==> config.mk <==
export PLATFORM = sky130hd
export DESIGN_NAME = one_shot_periodic_timer_bank
export DESIGN_NICKNAME = d
export VERILOG_FILES = /design/src/rtl/tmrb_pkg.sv /design/src/rtl/tmrb_ram.sv /design/src/rtl/one_shot_periodic_timer_bank.sv
export SDC_FILE = /design/constraint.sdc
export NUM_CORES = 2
export LEC_CHECK = 0
export ABC_AREA = 1
export BUFFER_PORTS_ARGS = -buffer_cell sky130_fd_sc_hd__buf_4
export CAP_MARGIN = 0
export CORE_UTILIZATION = 50
export CTS_CLUSTER_SIZE = 14
export DETAILED_ROUTE_END_ITERATION = 10
export PLACE_DENSITY = 0.66
export SYNTH_ARGS = -nofsm -noshare
export SYNTH_HDL_FRONTEND = slang
export SYNTH_SLANG_ARGS = --single-unit
export TNS_END_PERCENT = 5
==> constraint.sdc <==
create_clock -name clk_i -period 47.6 [get_ports clk_i]
set_input_delay 9.52 -clock clk_i [delete_from_list [all_inputs] [get_ports clk_i]]
set_output_delay 9.52 -clock clk_i [all_outputs]
set_load 0.1 [all_outputs]
==> src/rtl/tmrb_pkg.sv <==
package tmrb_pkg;

  // Bank size and field widths
  localparam int unsigned TimerCount = 8;
  localparam int unsigned AddrW      = (TimerCount > 1) ? $clog2(TimerCount) : 1;
  localparam int unsigned IdxW       = 3;
  localparam int unsigned OpW        = 3;
  localparam int unsigned KindW      = 2;
  localparam int unsigned StW        = 3;
  localparam int unsigned DataW      = 32;

  // Opcodes
  localparam logic [OpW-1:0] OP_TICK    = 3'd0;
  localparam logic [OpW-1:0] OP_INIT    = 3'd1;
  localparam logic [OpW-1:0] OP_START   = 3'd2;
  localparam logic [OpW-1:0] OP_STOP    = 3'd3;
  localparam logic [OpW-1:0] OP_DESTROY = 3'd4;
  localparam logic [OpW-1:0] OP_QUERY   = 3'd5;

  // Timer life states
  localparam logic [StW-1:0] ST_UNUSED    = 3'd0;
  localparam logic [StW-1:0] ST_CREATED   = 3'd1;
  localparam logic [StW-1:0] ST_STARTED   = 3'd2;
  localparam logic [StW-1:0] ST_STOPPED   = 3'd3;
  localparam logic [StW-1:0] ST_DESTROYED = 3'd4;

  // Result kinds
  localparam logic [KindW-1:0] K_FIRED  = 2'd0;
  localparam logic [KindW-1:0] K_QUERY  = 2'd1;
  localparam logic [KindW-1:0] K_ACCEPT = 2'd2;
  localparam logic [KindW-1:0] K_IGNORE = 2'd3;

  // One timer as stored in the state memory
  typedef struct packed {
    logic [StW-1:0]   life;
    logic             hard;
    logic [DataW-1:0] cnt;
    logic [DataW-1:0] delay;
    logic [DataW-1:0] reload;
  } ent_t;

  localparam int unsigned EntW = $bits(ent_t);

  // One result
  typedef struct packed {
    logic [KindW-1:0] kind;
    logic [IdxW-1:0]  which;
    logic [StW-1:0]   life;
    logic [DataW-1:0] remaining;
    logic [DataW-1:0] delay;
    logic             cls;
    logic             last;
  } res_t;

endpackage

==> src/rtl/tmrb_ram.sv <==
module tmrb_ram #(
  parameter int unsigned Width = 8,
  parameter int unsigned Depth = 8
) (
  input  logic                                          clk_i,
  input  logic                                          wr_en_i,
  input  logic [((Depth > 1) ? $clog2(Depth) : 1)-1:0]  wr_addr_i,
  input  logic [Width-1:0]                              wr_data_i,
  input  logic                                          rd_en_i,
  input  logic [((Depth > 1) ? $clog2(Depth) : 1)-1:0]  rd_addr_i,
  output logic [Width-1:0]                              rd_data_o
);

  logic [Width-1:0] mem_q [Depth];
  logic [Width-1:0] rd_data_q;

  always_ff @(posedge clk_i) begin
    if (wr_en_i) begin
      mem_q[wr_addr_i] <= wr_data_i;
    end
    if (rd_en_i) begin
      rd_data_q <= mem_q[rd_addr_i];
    end
  end

  assign rd_data_o = rd_data_q;

endmodule

==> src/rtl/one_shot_periodic_timer_bank.sv <==
// Bank of eight timers, each with a start delay, a reload period, a remaining count, a
// hard/soft class and a life state, all kept in one single-port-read state memory.
// Every request carries one opcode. A command (init, start, stop, destroy, query, or an
// unknown opcode) first reads the timer's entry in the accept cycle; S_CMD then, once the
// output register is free, updates it and writes the one result into the output register.
// A tick scans the bank: the memory read port visits one timer per cycle while the scan is
// not held for the output, first over all hard timers and then over all soft ones, each in
// index order, and a final S_FLUSH state hands over the last fired result. A tick emits one
// result per timer that fired, possibly none; the last result of any request has last_o set.
// Results sit in an output register, so a new request is taken while a result still
// waits; the sequencer only holds when it must hand over a result and the output side
// is stalling. Timer entries never written read as zero through per-entry valid bits.
module one_shot_periodic_timer_bank (
  input  logic                         clk_i,
  input  logic                         rst_ni,
  input  logic                         in_valid_i,
  output logic                         in_stall_o,
  input  logic [tmrb_pkg::OpW-1:0]     opcode_i,
  input  logic [tmrb_pkg::IdxW-1:0]    timer_index_i,
  input  logic [tmrb_pkg::DataW-1:0]   start_delay_i,
  input  logic [tmrb_pkg::DataW-1:0]   period_i,
  input  logic                         hard_class_i,
  output logic                         out_valid_o,
  input  logic                         out_stall_i,
  output logic [tmrb_pkg::KindW-1:0]   kind_o,
  output logic [tmrb_pkg::IdxW-1:0]    which_timer_o,
  output logic [tmrb_pkg::StW-1:0]     life_state_o,
  output logic [tmrb_pkg::DataW-1:0]   remaining_o,
  output logic [tmrb_pkg::DataW-1:0]   delay_out_o,
  output logic                         class_out_o,
  output logic                         last_o
);

  import tmrb_pkg::*;

  // Sequencer states
  localparam logic [1:0] S_IDLE  = 2'd0;
  localparam logic [1:0] S_CMD   = 2'd1;
  localparam logic [1:0] S_TICK  = 2'd2;
  localparam logic [1:0] S_FLUSH = 2'd3;

  logic [1:0]            state_q, state_d;

  // Captured request
  logic [OpW-1:0]        op_q;
  logic [IdxW-1:0]       idx_q;
  logic [DataW-1:0]      dly_q;
  logic [DataW-1:0]      per_q;
  logic                  hard_q;

  // Tick scan position: timer index and class being served
  logic [AddrW-1:0]      scan_idx_q, scan_idx_d;
  logic                  cls_q, cls_d;

  // Entry written at least once since reset
  logic [TimerCount-1:0] vld_q;

  // Fired result held back until it is known whether it is the last one
  logic                  pend_vld_q, pend_vld_d;
  res_t                  pend_q, pend_d;

  // Output register
  logic                  out_vld_q;
  res_t                  out_q, out_d;
  logic                  out_load;
  logic                  out_free;

  // State memory port
  logic                  rd_en;
  logic [AddrW-1:0]      rd_addr;
  logic [EntW-1:0]       rd_data;
  logic                  wr_en;
  logic [AddrW-1:0]      wr_addr;
  ent_t                  wr_data;

  logic [AddrW-1:0]      exe_addr;
  ent_t                  cur_ent;

  // Command datapath
  logic                  idx_ok;
  logic                  cmd_wr;
  logic [KindW-1:0]      cmd_kind;
  ent_t                  cmd_ent;
  res_t                  cmd_res;

  // Tick datapath
  logic                  active;
  logic                  fire;
  ent_t                  tick_ent;
  res_t                  tick_res;
  logic                  go;
  logic                  scan_end;

  tmrb_ram #(
    .Width (EntW),
    .Depth (TimerCount)
  ) u_state_ram (
    .clk_i     (clk_i),
    .wr_en_i   (wr_en),
    .wr_addr_i (wr_addr),
    .wr_data_i (wr_data),
    .rd_en_i   (rd_en),
    .rd_addr_i (rd_addr),
    .rd_data_o (rd_data)
  );

  // Take a new request only when the sequencer is free
  assign in_stall_o = (state_q != S_IDLE);
  assign out_free   = !out_vld_q || !out_stall_i;

  // The entry under work: the command's timer, or the current scan position.
  // Read data is held by the memory until the next read, so a stall keeps it.
  assign exe_addr = (state_q == S_CMD) ? idx_q[AddrW-1:0] : scan_idx_q;
  assign cur_ent  = vld_q[exe_addr] ? ent_t'(rd_data) : '0;

  // Command: decide the update and the single result
  assign idx_ok = (int'(idx_q) < TimerCount);

  always_comb begin
    cmd_ent  = cur_ent;
    cmd_kind = K_IGNORE;
    cmd_wr   = 1'b0;
    if (idx_ok) begin
      unique case (op_q)
        OP_INIT: begin
          cmd_ent.delay  = dly_q;
          cmd_ent.reload = per_q;
          cmd_ent.hard   = hard_q;
          cmd_ent.cnt    = (dly_q != '0) ? dly_q : per_q;
          cmd_ent.life   = ST_CREATED;
          cmd_kind       = K_ACCEPT;
          cmd_wr         = 1'b1;
        end
        OP_START: begin
          if (cur_ent.life == ST_CREATED || cur_ent.life == ST_STOPPED) begin
            cmd_ent.cnt  = (cur_ent.delay != '0) ? cur_ent.delay : cur_ent.reload;
            cmd_ent.life = ST_STARTED;
            cmd_kind     = K_ACCEPT;
            cmd_wr       = 1'b1;
          end
        end
        OP_STOP: begin
          if (cur_ent.life == ST_STARTED) begin
            cmd_ent.life = ST_STOPPED;
            cmd_kind     = K_ACCEPT;
            cmd_wr       = 1'b1;
          end
        end
        OP_DESTROY: begin
          cmd_ent.life = ST_DESTROYED;
          cmd_kind     = K_ACCEPT;
          cmd_wr       = 1'b1;
        end
        OP_QUERY: begin
          cmd_kind = K_QUERY;
        end
        default: begin
          // unknown opcode: report the timer, change nothing
          cmd_kind = K_IGNORE;
        end
      endcase
    end

    cmd_res       = '0;
    cmd_res.kind  = cmd_kind;
    cmd_res.which = idx_q;
    cmd_res.last  = 1'b1;
    if (idx_ok) begin
      cmd_res.life      = cmd_ent.life;
      cmd_res.remaining = cmd_ent.cnt;
      cmd_res.delay     = cmd_ent.delay;
      cmd_res.cls       = cmd_ent.hard;
    end
  end

  // Tick: count down one started timer of the class being served
  always_comb begin
    active   = (cur_ent.life == ST_STARTED) && (cur_ent.hard == cls_q);
    fire     = active && (cur_ent.cnt <= DataW'(1));
    tick_ent = cur_ent;
    if (fire) begin
      if (cur_ent.reload != '0) begin
        tick_ent.cnt = cur_ent.reload;
      end else begin
        tick_ent.cnt  = '0;
        tick_ent.life = ST_STOPPED;
      end
    end else begin
      tick_ent.cnt = cur_ent.cnt - DataW'(1);
    end

    tick_res           = '0;
    tick_res.kind      = K_FIRED;
    tick_res.which     = IdxW'(scan_idx_q);
    tick_res.life      = tick_ent.life;
    tick_res.remaining = tick_ent.cnt;
    tick_res.delay     = tick_ent.delay;
    tick_res.cls       = tick_ent.hard;
  end

  assign scan_end = (scan_idx_q == AddrW'(TimerCount - 1));
  // A second fire pushes the held one out, which needs room at the output
  assign go       = !(fire && pend_vld_q) || out_free;

  // Sequencer
  always_comb begin
    state_d    = state_q;
    scan_idx_d = scan_idx_q;
    cls_d      = cls_q;
    pend_vld_d = pend_vld_q;
    pend_d     = pend_q;
    out_load   = 1'b0;
    out_d      = out_q;
    rd_en      = 1'b0;
    rd_addr    = exe_addr;
    wr_en      = 1'b0;
    wr_addr    = exe_addr;
    wr_data    = cur_ent;

    unique case (state_q)
      S_IDLE: begin
        if (in_valid_i) begin
          rd_en = 1'b1;
          if (opcode_i == OP_TICK) begin
            rd_addr    = '0;
            scan_idx_d = '0;
            cls_d      = 1'b1;
            state_d    = S_TICK;
          end else begin
            rd_addr = timer_index_i[AddrW-1:0];
            state_d = S_CMD;
          end
        end
      end

      S_CMD: begin
        // hold until the output register can take the result
        if (out_free) begin
          out_load = 1'b1;
          out_d    = cmd_res;
          wr_en    = cmd_wr;
          wr_data  = cmd_ent;
          state_d  = S_IDLE;
        end
      end

      S_TICK: begin
        if (go) begin
          wr_en   = active;
          wr_data = tick_ent;
          if (fire) begin
            pend_d     = tick_res;
            pend_vld_d = 1'b1;
            if (pend_vld_q) begin
              out_load = 1'b1;
              out_d    = pend_q;
            end
          end
          // advance the scan: next index, then the soft class, then flush
          if (!scan_end) begin
            scan_idx_d = scan_idx_q + AddrW'(1);
            rd_en      = 1'b1;
            rd_addr    = scan_idx_q + AddrW'(1);
          end else if (cls_q) begin
            cls_d      = 1'b0;
            scan_idx_d = '0;
            rd_en      = 1'b1;
            rd_addr    = '0;
          end else begin
            state_d = S_FLUSH;
          end
        end
      end

      S_FLUSH: begin
        if (!pend_vld_q) begin
          state_d = S_IDLE;
        end else if (out_free) begin
          out_load   = 1'b1;
          out_d      = pend_q;
          out_d.last = 1'b1;
          pend_vld_d = 1'b0;
          state_d    = S_IDLE;
        end
      end

      default: begin
        state_d = S_IDLE;
      end
    endcase
  end

  // Control registers
  always_ff @(posedge clk_i or negedge rst_ni) begin
    if (!rst_ni) begin
      state_q    <= S_IDLE;
      scan_idx_q <= '0;
      cls_q      <= 1'b0;
      vld_q      <= '0;
      pend_vld_q <= 1'b0;
      out_vld_q  <= 1'b0;
    end else begin
      state_q    <= state_d;
      scan_idx_q <= scan_idx_d;
      cls_q      <= cls_d;
      pend_vld_q <= pend_vld_d;
      if (wr_en) begin
        vld_q[wr_addr] <= 1'b1;
      end
      if (out_load) begin
        out_vld_q <= 1'b1;
      end else if (!out_stall_i) begin
        out_vld_q <= 1'b0;
      end
    end
  end

  // Payload registers
  always_ff @(posedge clk_i) begin
    if (state_q == S_IDLE && in_valid_i) begin
      op_q   <= opcode_i;
      idx_q  <= timer_index_i;
      dly_q  <= start_delay_i;
      per_q  <= period_i;
      hard_q <= hard_class_i;
    end
    pend_q <= pend_d;
    if (out_load) begin
      out_q <= out_d;
    end
  end

  assign out_valid_o   = out_vld_q;
  assign kind_o        = out_q.kind;
  assign which_timer_o = out_q.which;
  assign life_state_o  = out_q.life;
  assign remaining_o   = out_q.remaining;
  assign delay_out_o   = out_q.delay;
  assign class_out_o   = out_q.cls;
  assign last_o        = out_q.last;

`ifndef SYNTHESIS
  // No fired result may be left behind once the sequencer is free again
  a_pend_empty_idle: assert property (@(posedge clk_i) disable iff (!rst_ni)
    (state_q == S_IDLE) |-> !pend_vld_q)
    else $error("held fired result left over in idle");

  // The memory is never written from idle
  a_no_write_idle: assert property (@(posedge clk_i) disable iff (!rst_ni)
    wr_en |-> (state_q != S_IDLE))
    else $error("state memory written while idle");

  // Read and write in the same cycle never touch the same timer
  a_no_rw_collision: assert property (@(posedge clk_i) disable iff (!rst_ni)
    (wr_en && rd_en) |-> (wr_addr != rd_addr))
    else $error("read and write of the same timer in one cycle");

  // An accepted command is executed in the following cycle's state
  a_cmd_follows: assert property (@(posedge clk_i) disable iff (!rst_ni)
    (state_q == S_IDLE && in_valid_i && opcode_i != OP_TICK) |=> (state_q == S_CMD))
    else $error("accepted command did not enter execution");
`endif

endmodule

==> metrics.md <==
| Metric | Value |
|---|---|
| Outcome | `finished, final reports clean` |
| Yosys warnings | `0` |
| Cts hold-fix bufs | `0` |
| Worst EP required | `between 40000 and 50000 ps` |
| Placed cell area | `54630 µm²` |
| Ratio of cells with drive above 1 in the final layout | `8.139%` |
| Max Clock Freq | `~0.070 GHz` |
| RSZ-0062 raised after global routing | `false` |
| Cell row count | `roughly 120` |
| DPL Wire Length | `~98000 µm` |
| Nets | `5478` |
| CP dominant cell by count | `nand2_1` |
| Final min period | `14360 ps` |
| H-tree depth | `3` |
| Setup TNS | `0 ps` |
| Worst hold start | `vld_q[3]$_DFFE_PN0P_` |
| Largest net degree at the start of global routing | `189` |
| R2r setup slk | `38640 ps` |
| Root buf cell | `clkbuf_16` |
| Worst Max-Slew Pin Slew | `1198 ps` |
| Final hold vios | `0` |
| RR Startpoint | `state_q[1]$_DFFE_PN0P_` |
| Clk sinks | `1132` |
| Initial DRC Count | `5650` |
| Yosys cell types | `50` |
| Max-cap violations | `0` |
| Critical Path Source Type | `input pin` |
| First-pass GRT wire length | `236100 µm` |
| Detail Route Antenna Nets | `0` |
| Post-CTS Resized | `0` |
| Layout area overhead | `10.61%` |
| Gr ovfl total | `0` |
| Slowest CP cell | `nand2_8` |
| Net Count, Synth | `between 5000 and 6000` |
| Syn Area/Cell | `roughly 9.9 µm²` |
| Crit-path cells | `buf_4, nand2_1, buf_4, clkinv_1, nand4_4, nand2_2, nand2_2, nand3_4, nand2_8, buf_4, buf_4, nand2_1, nand3_1, nand2_1, nand2_1, nand2_1` |
| Cells after synthesis | `5356` |
| Die Y | `about 330 µm` |
| Pre-antenna DRT Iters | `7` |
| Vias in the first global route | `about 36000` |
| # IOs | `151` |
| Final Skew | `between 20 and 30 ps` |
| Hold path cells | `1` |
| WHS Endpoint | `vld_q[3]$_DFFE_PN0P_` |
| Vias after detailed routing | `39340` |
| Die ar. | `107000 µm²` |
| Die W | `327.0 µm` |
| Worst-Skew Late Latency | `730 ps` |
| Cell depth of the worst flop-to-flop path | `26` |
| Cell area after synthesis | `52830 µm²` |
| Gr usage total | `29.82%` |
| Critical path type | `input pin to flip-flop` |
| Clk slew on worst S/H paths | `~60 ps` |
| Routed len/inst | `~23 µm` |
| Crit path arrival time | `roughly 15000 ps` |
| CTS tree | `yes` |
| Cts bufs inserted | `116` |
| CORE AREA | `104100 µm²` |
| Max incr delay on CP | `between 1000 and 1500 ps` |
| Last weighted congestion value of the routability-driven placer | `around 1.0` |
| Vias per std cell | `approximately 5.7` |
| Synthesized flop and latch total | `1132` |
| # setup viols final | `0` |
| Ys flop type | `edfxtp_1` |
| # Post-CTS Setup Buffers | `0` |
| Terminus of the critical flop-to-flop path | `u_state_ram.rd_data_o[12]$_DFFE_PP_` |
| Post-synth EDFFs | `1116` |
| Final worst path period share | `30.16%` |
| PortBufs | `150` |
| Routed Wire Length | `161100 µm` |
| CP Max Fanout | `137` |
| Slew Viols, Final | `0` |
| Final Instance Area | `58430 µm²` |
| Fraction of registers with async set/reset | `1.413%` |
| Initial Util | `50.75%` |
| Remaining DRCs | `0` |
| Initial antenna violation count | `6` |
| # fillers | `8812` |
| Seq/Total Area, Yosys | `64.20%` |
| Worst setup EP type | `flip-flop` |
| Longest Clk Path Bufs | `3` |
| Hold Crit Class | `flip-flop to flip-flop` |
| Worst slew margin | `20.14%` |
[state kept, by name, indices dropped and copies added, names as in the netlist, 2 cells and up]
register	count
life_state_o	3
scan_idx_q	3
state_q	2
u_state_ram.rd_data_o	100
delay_out_o	32
kind_o	2
per_q	32
which_timer_o	3
idx_q	3
u_state_ram.mem_q	800
pend_q	71
remaining_o	32
dly_q	32
vld_q	8
op_q	3
[through the flow]
| step | cells | setup slack, ps | hold slack, ps | utilization (%) |
|---|---|---|---|---|
| after floorplan | 5356 | 24930 | 433.9 | - |
| after global placement | 6654 | 32750 | 448.5 | 52.49 |
| after detailed placement | 6654 | 32610 | 454.1 | 52.49 |
| after CTS | 6872 | 33360 | 467.4 | 56.13 |
| after global routing | 6872 | 32910 | 477.6 | 56.13 |
| final | 6873 | 33240 | 472.9 | 56.14 |
[routing by layer]
metal | wire, µm | share of wire [%] | GRT usage, %
met1 | 62740 | 39 | 40.67
met2 | 72410 | 45 | 45.64
met3 | 18700 | 12 | 7.043
met4 | 7280 | 4.5 | 13.04
met5 | 13 | 0.0081 | 0
[logic make-up (layout without fill, tap and decap cells)]
logic type / after synthesis / in the layout / share of synthesized area (%)
adder cells (fa/ha/maj): 11 / 11 / 0.2605
buffers and inverters: 1298 / 1434 / 10.31
other: 0 / 1 / 0
flip-flops: 1132 / 1132 / 64.20
XOR/XNOR: 15 / 15 / 0.2487
AO/OA/AOI/OAI: 463 / 463 / 5.014
AND/OR/NAND/NOR: 2437 / 2437 / 19.97
[synth_stat cells (2+ instances only)]
cell	n	share of area (%)
o21a_1	2	0.028
buf_6	48	1.0
a21boi_0	2	0.028
nand3b_1	4	0.057
buf_4	27	0.38
a21oi_1	129	1.2
o31ai_1	4	0.057
nor2_1	159	1.1
a22oi_1	5	0.071
nor3_4	3	0.092
inv_2	10	0.071
o21ai_0	163	1.5
nand4_1	26	0.31
o21ai_2	6	0.099
nor3_1	14	0.13
or2_1	9	0.11
nand3_1	886	8.4
buf_2	92	0.87
o41ai_1	10	0.17
xor2_1	15	0.25
nand2_1	1305	9.3
or2_2	4	0.047
ha_1	11	0.26
o21ai_1	16	0.15
nor2_2	4	0.047
edfxtp_1	1116	63
inv_1	989	7.0
o2111ai_1	7	0.12
nand2_2	9	0.11
clkinv_1	4	0.028
o22ai_1	72	0.85
buf_1	7	0.050
a31oi_1	11	0.13
o211ai_1	29	0.41
nor4_1	5	0.059
a221oi_1	2	0.033
clkbuf_1	121	0.86
nor2_4	3	0.064
dfrtp_1	16	0.76
[layout make-up]
class / count / area, µm² / share of cell area (%)
multi-input cells: 2926 / 13580 / 23.25
repair buffers: 213 / 1637 / 2.801
clock inverters: 74 / 691.9 / 1.184
clock buffers: 144 / 3102 / 5.308
flip-flops and latches: 1132 / 33910 / 58.04
well taps: 1380 / 1727 / 2.955
diodes: 1 / 2.502 / 0.004283
inverters: 1003 / 3775 / 6.460
[worst max-delay path, delay by kind of cell]
kind	cells	cell delay, ps
simple gates	11	2840
buf+inv	5	2300
[worst max path at each step]
stage | start | to | depth (start not counted)
floorplan | out_stall_i | class_out_o$_DFFE_PP_ | 4
global placement | out_stall_i | u_state_ram.rd_data_o[30]$_DFFE_PP_ | 16
detailed placement | out_stall_i | u_state_ram.rd_data_o[12]$_DFFE_PP_ | 16
CTS | out_stall_i | u_state_ram.rd_data_o[12]$_DFFE_PP_ | 16
global route | out_stall_i | u_state_ram.rd_data_o[8]$_DFFE_PP_ | 16
finish | out_stall_i | u_state_ram.rd_data_o[12]$_DFFE_PP_ | 16
[placed cells by master, fill, tap and decap left out, drive strengths merged, types with 28 or more instances in the layout]
cell type | Yosys | routed
inv | 999 | 1002
edfxtp | 1116 | 1116
nand4 | 28 | 28
o21ai | 186 | 186
nand2 | 1315 | 1315
nand3 | 888 | 888
o22ai | 72 | 72
o211ai | 29 | 29
clkinv | 4 | 59
buf | 174 | 213
a21oi | 129 | 129
nor2 | 166 | 166
clkbuf | 121 | 144
Power is left out: the tool's default activity adds up to more than one toggle a clock period on the data nets, which glitch-free logic cannot reach.
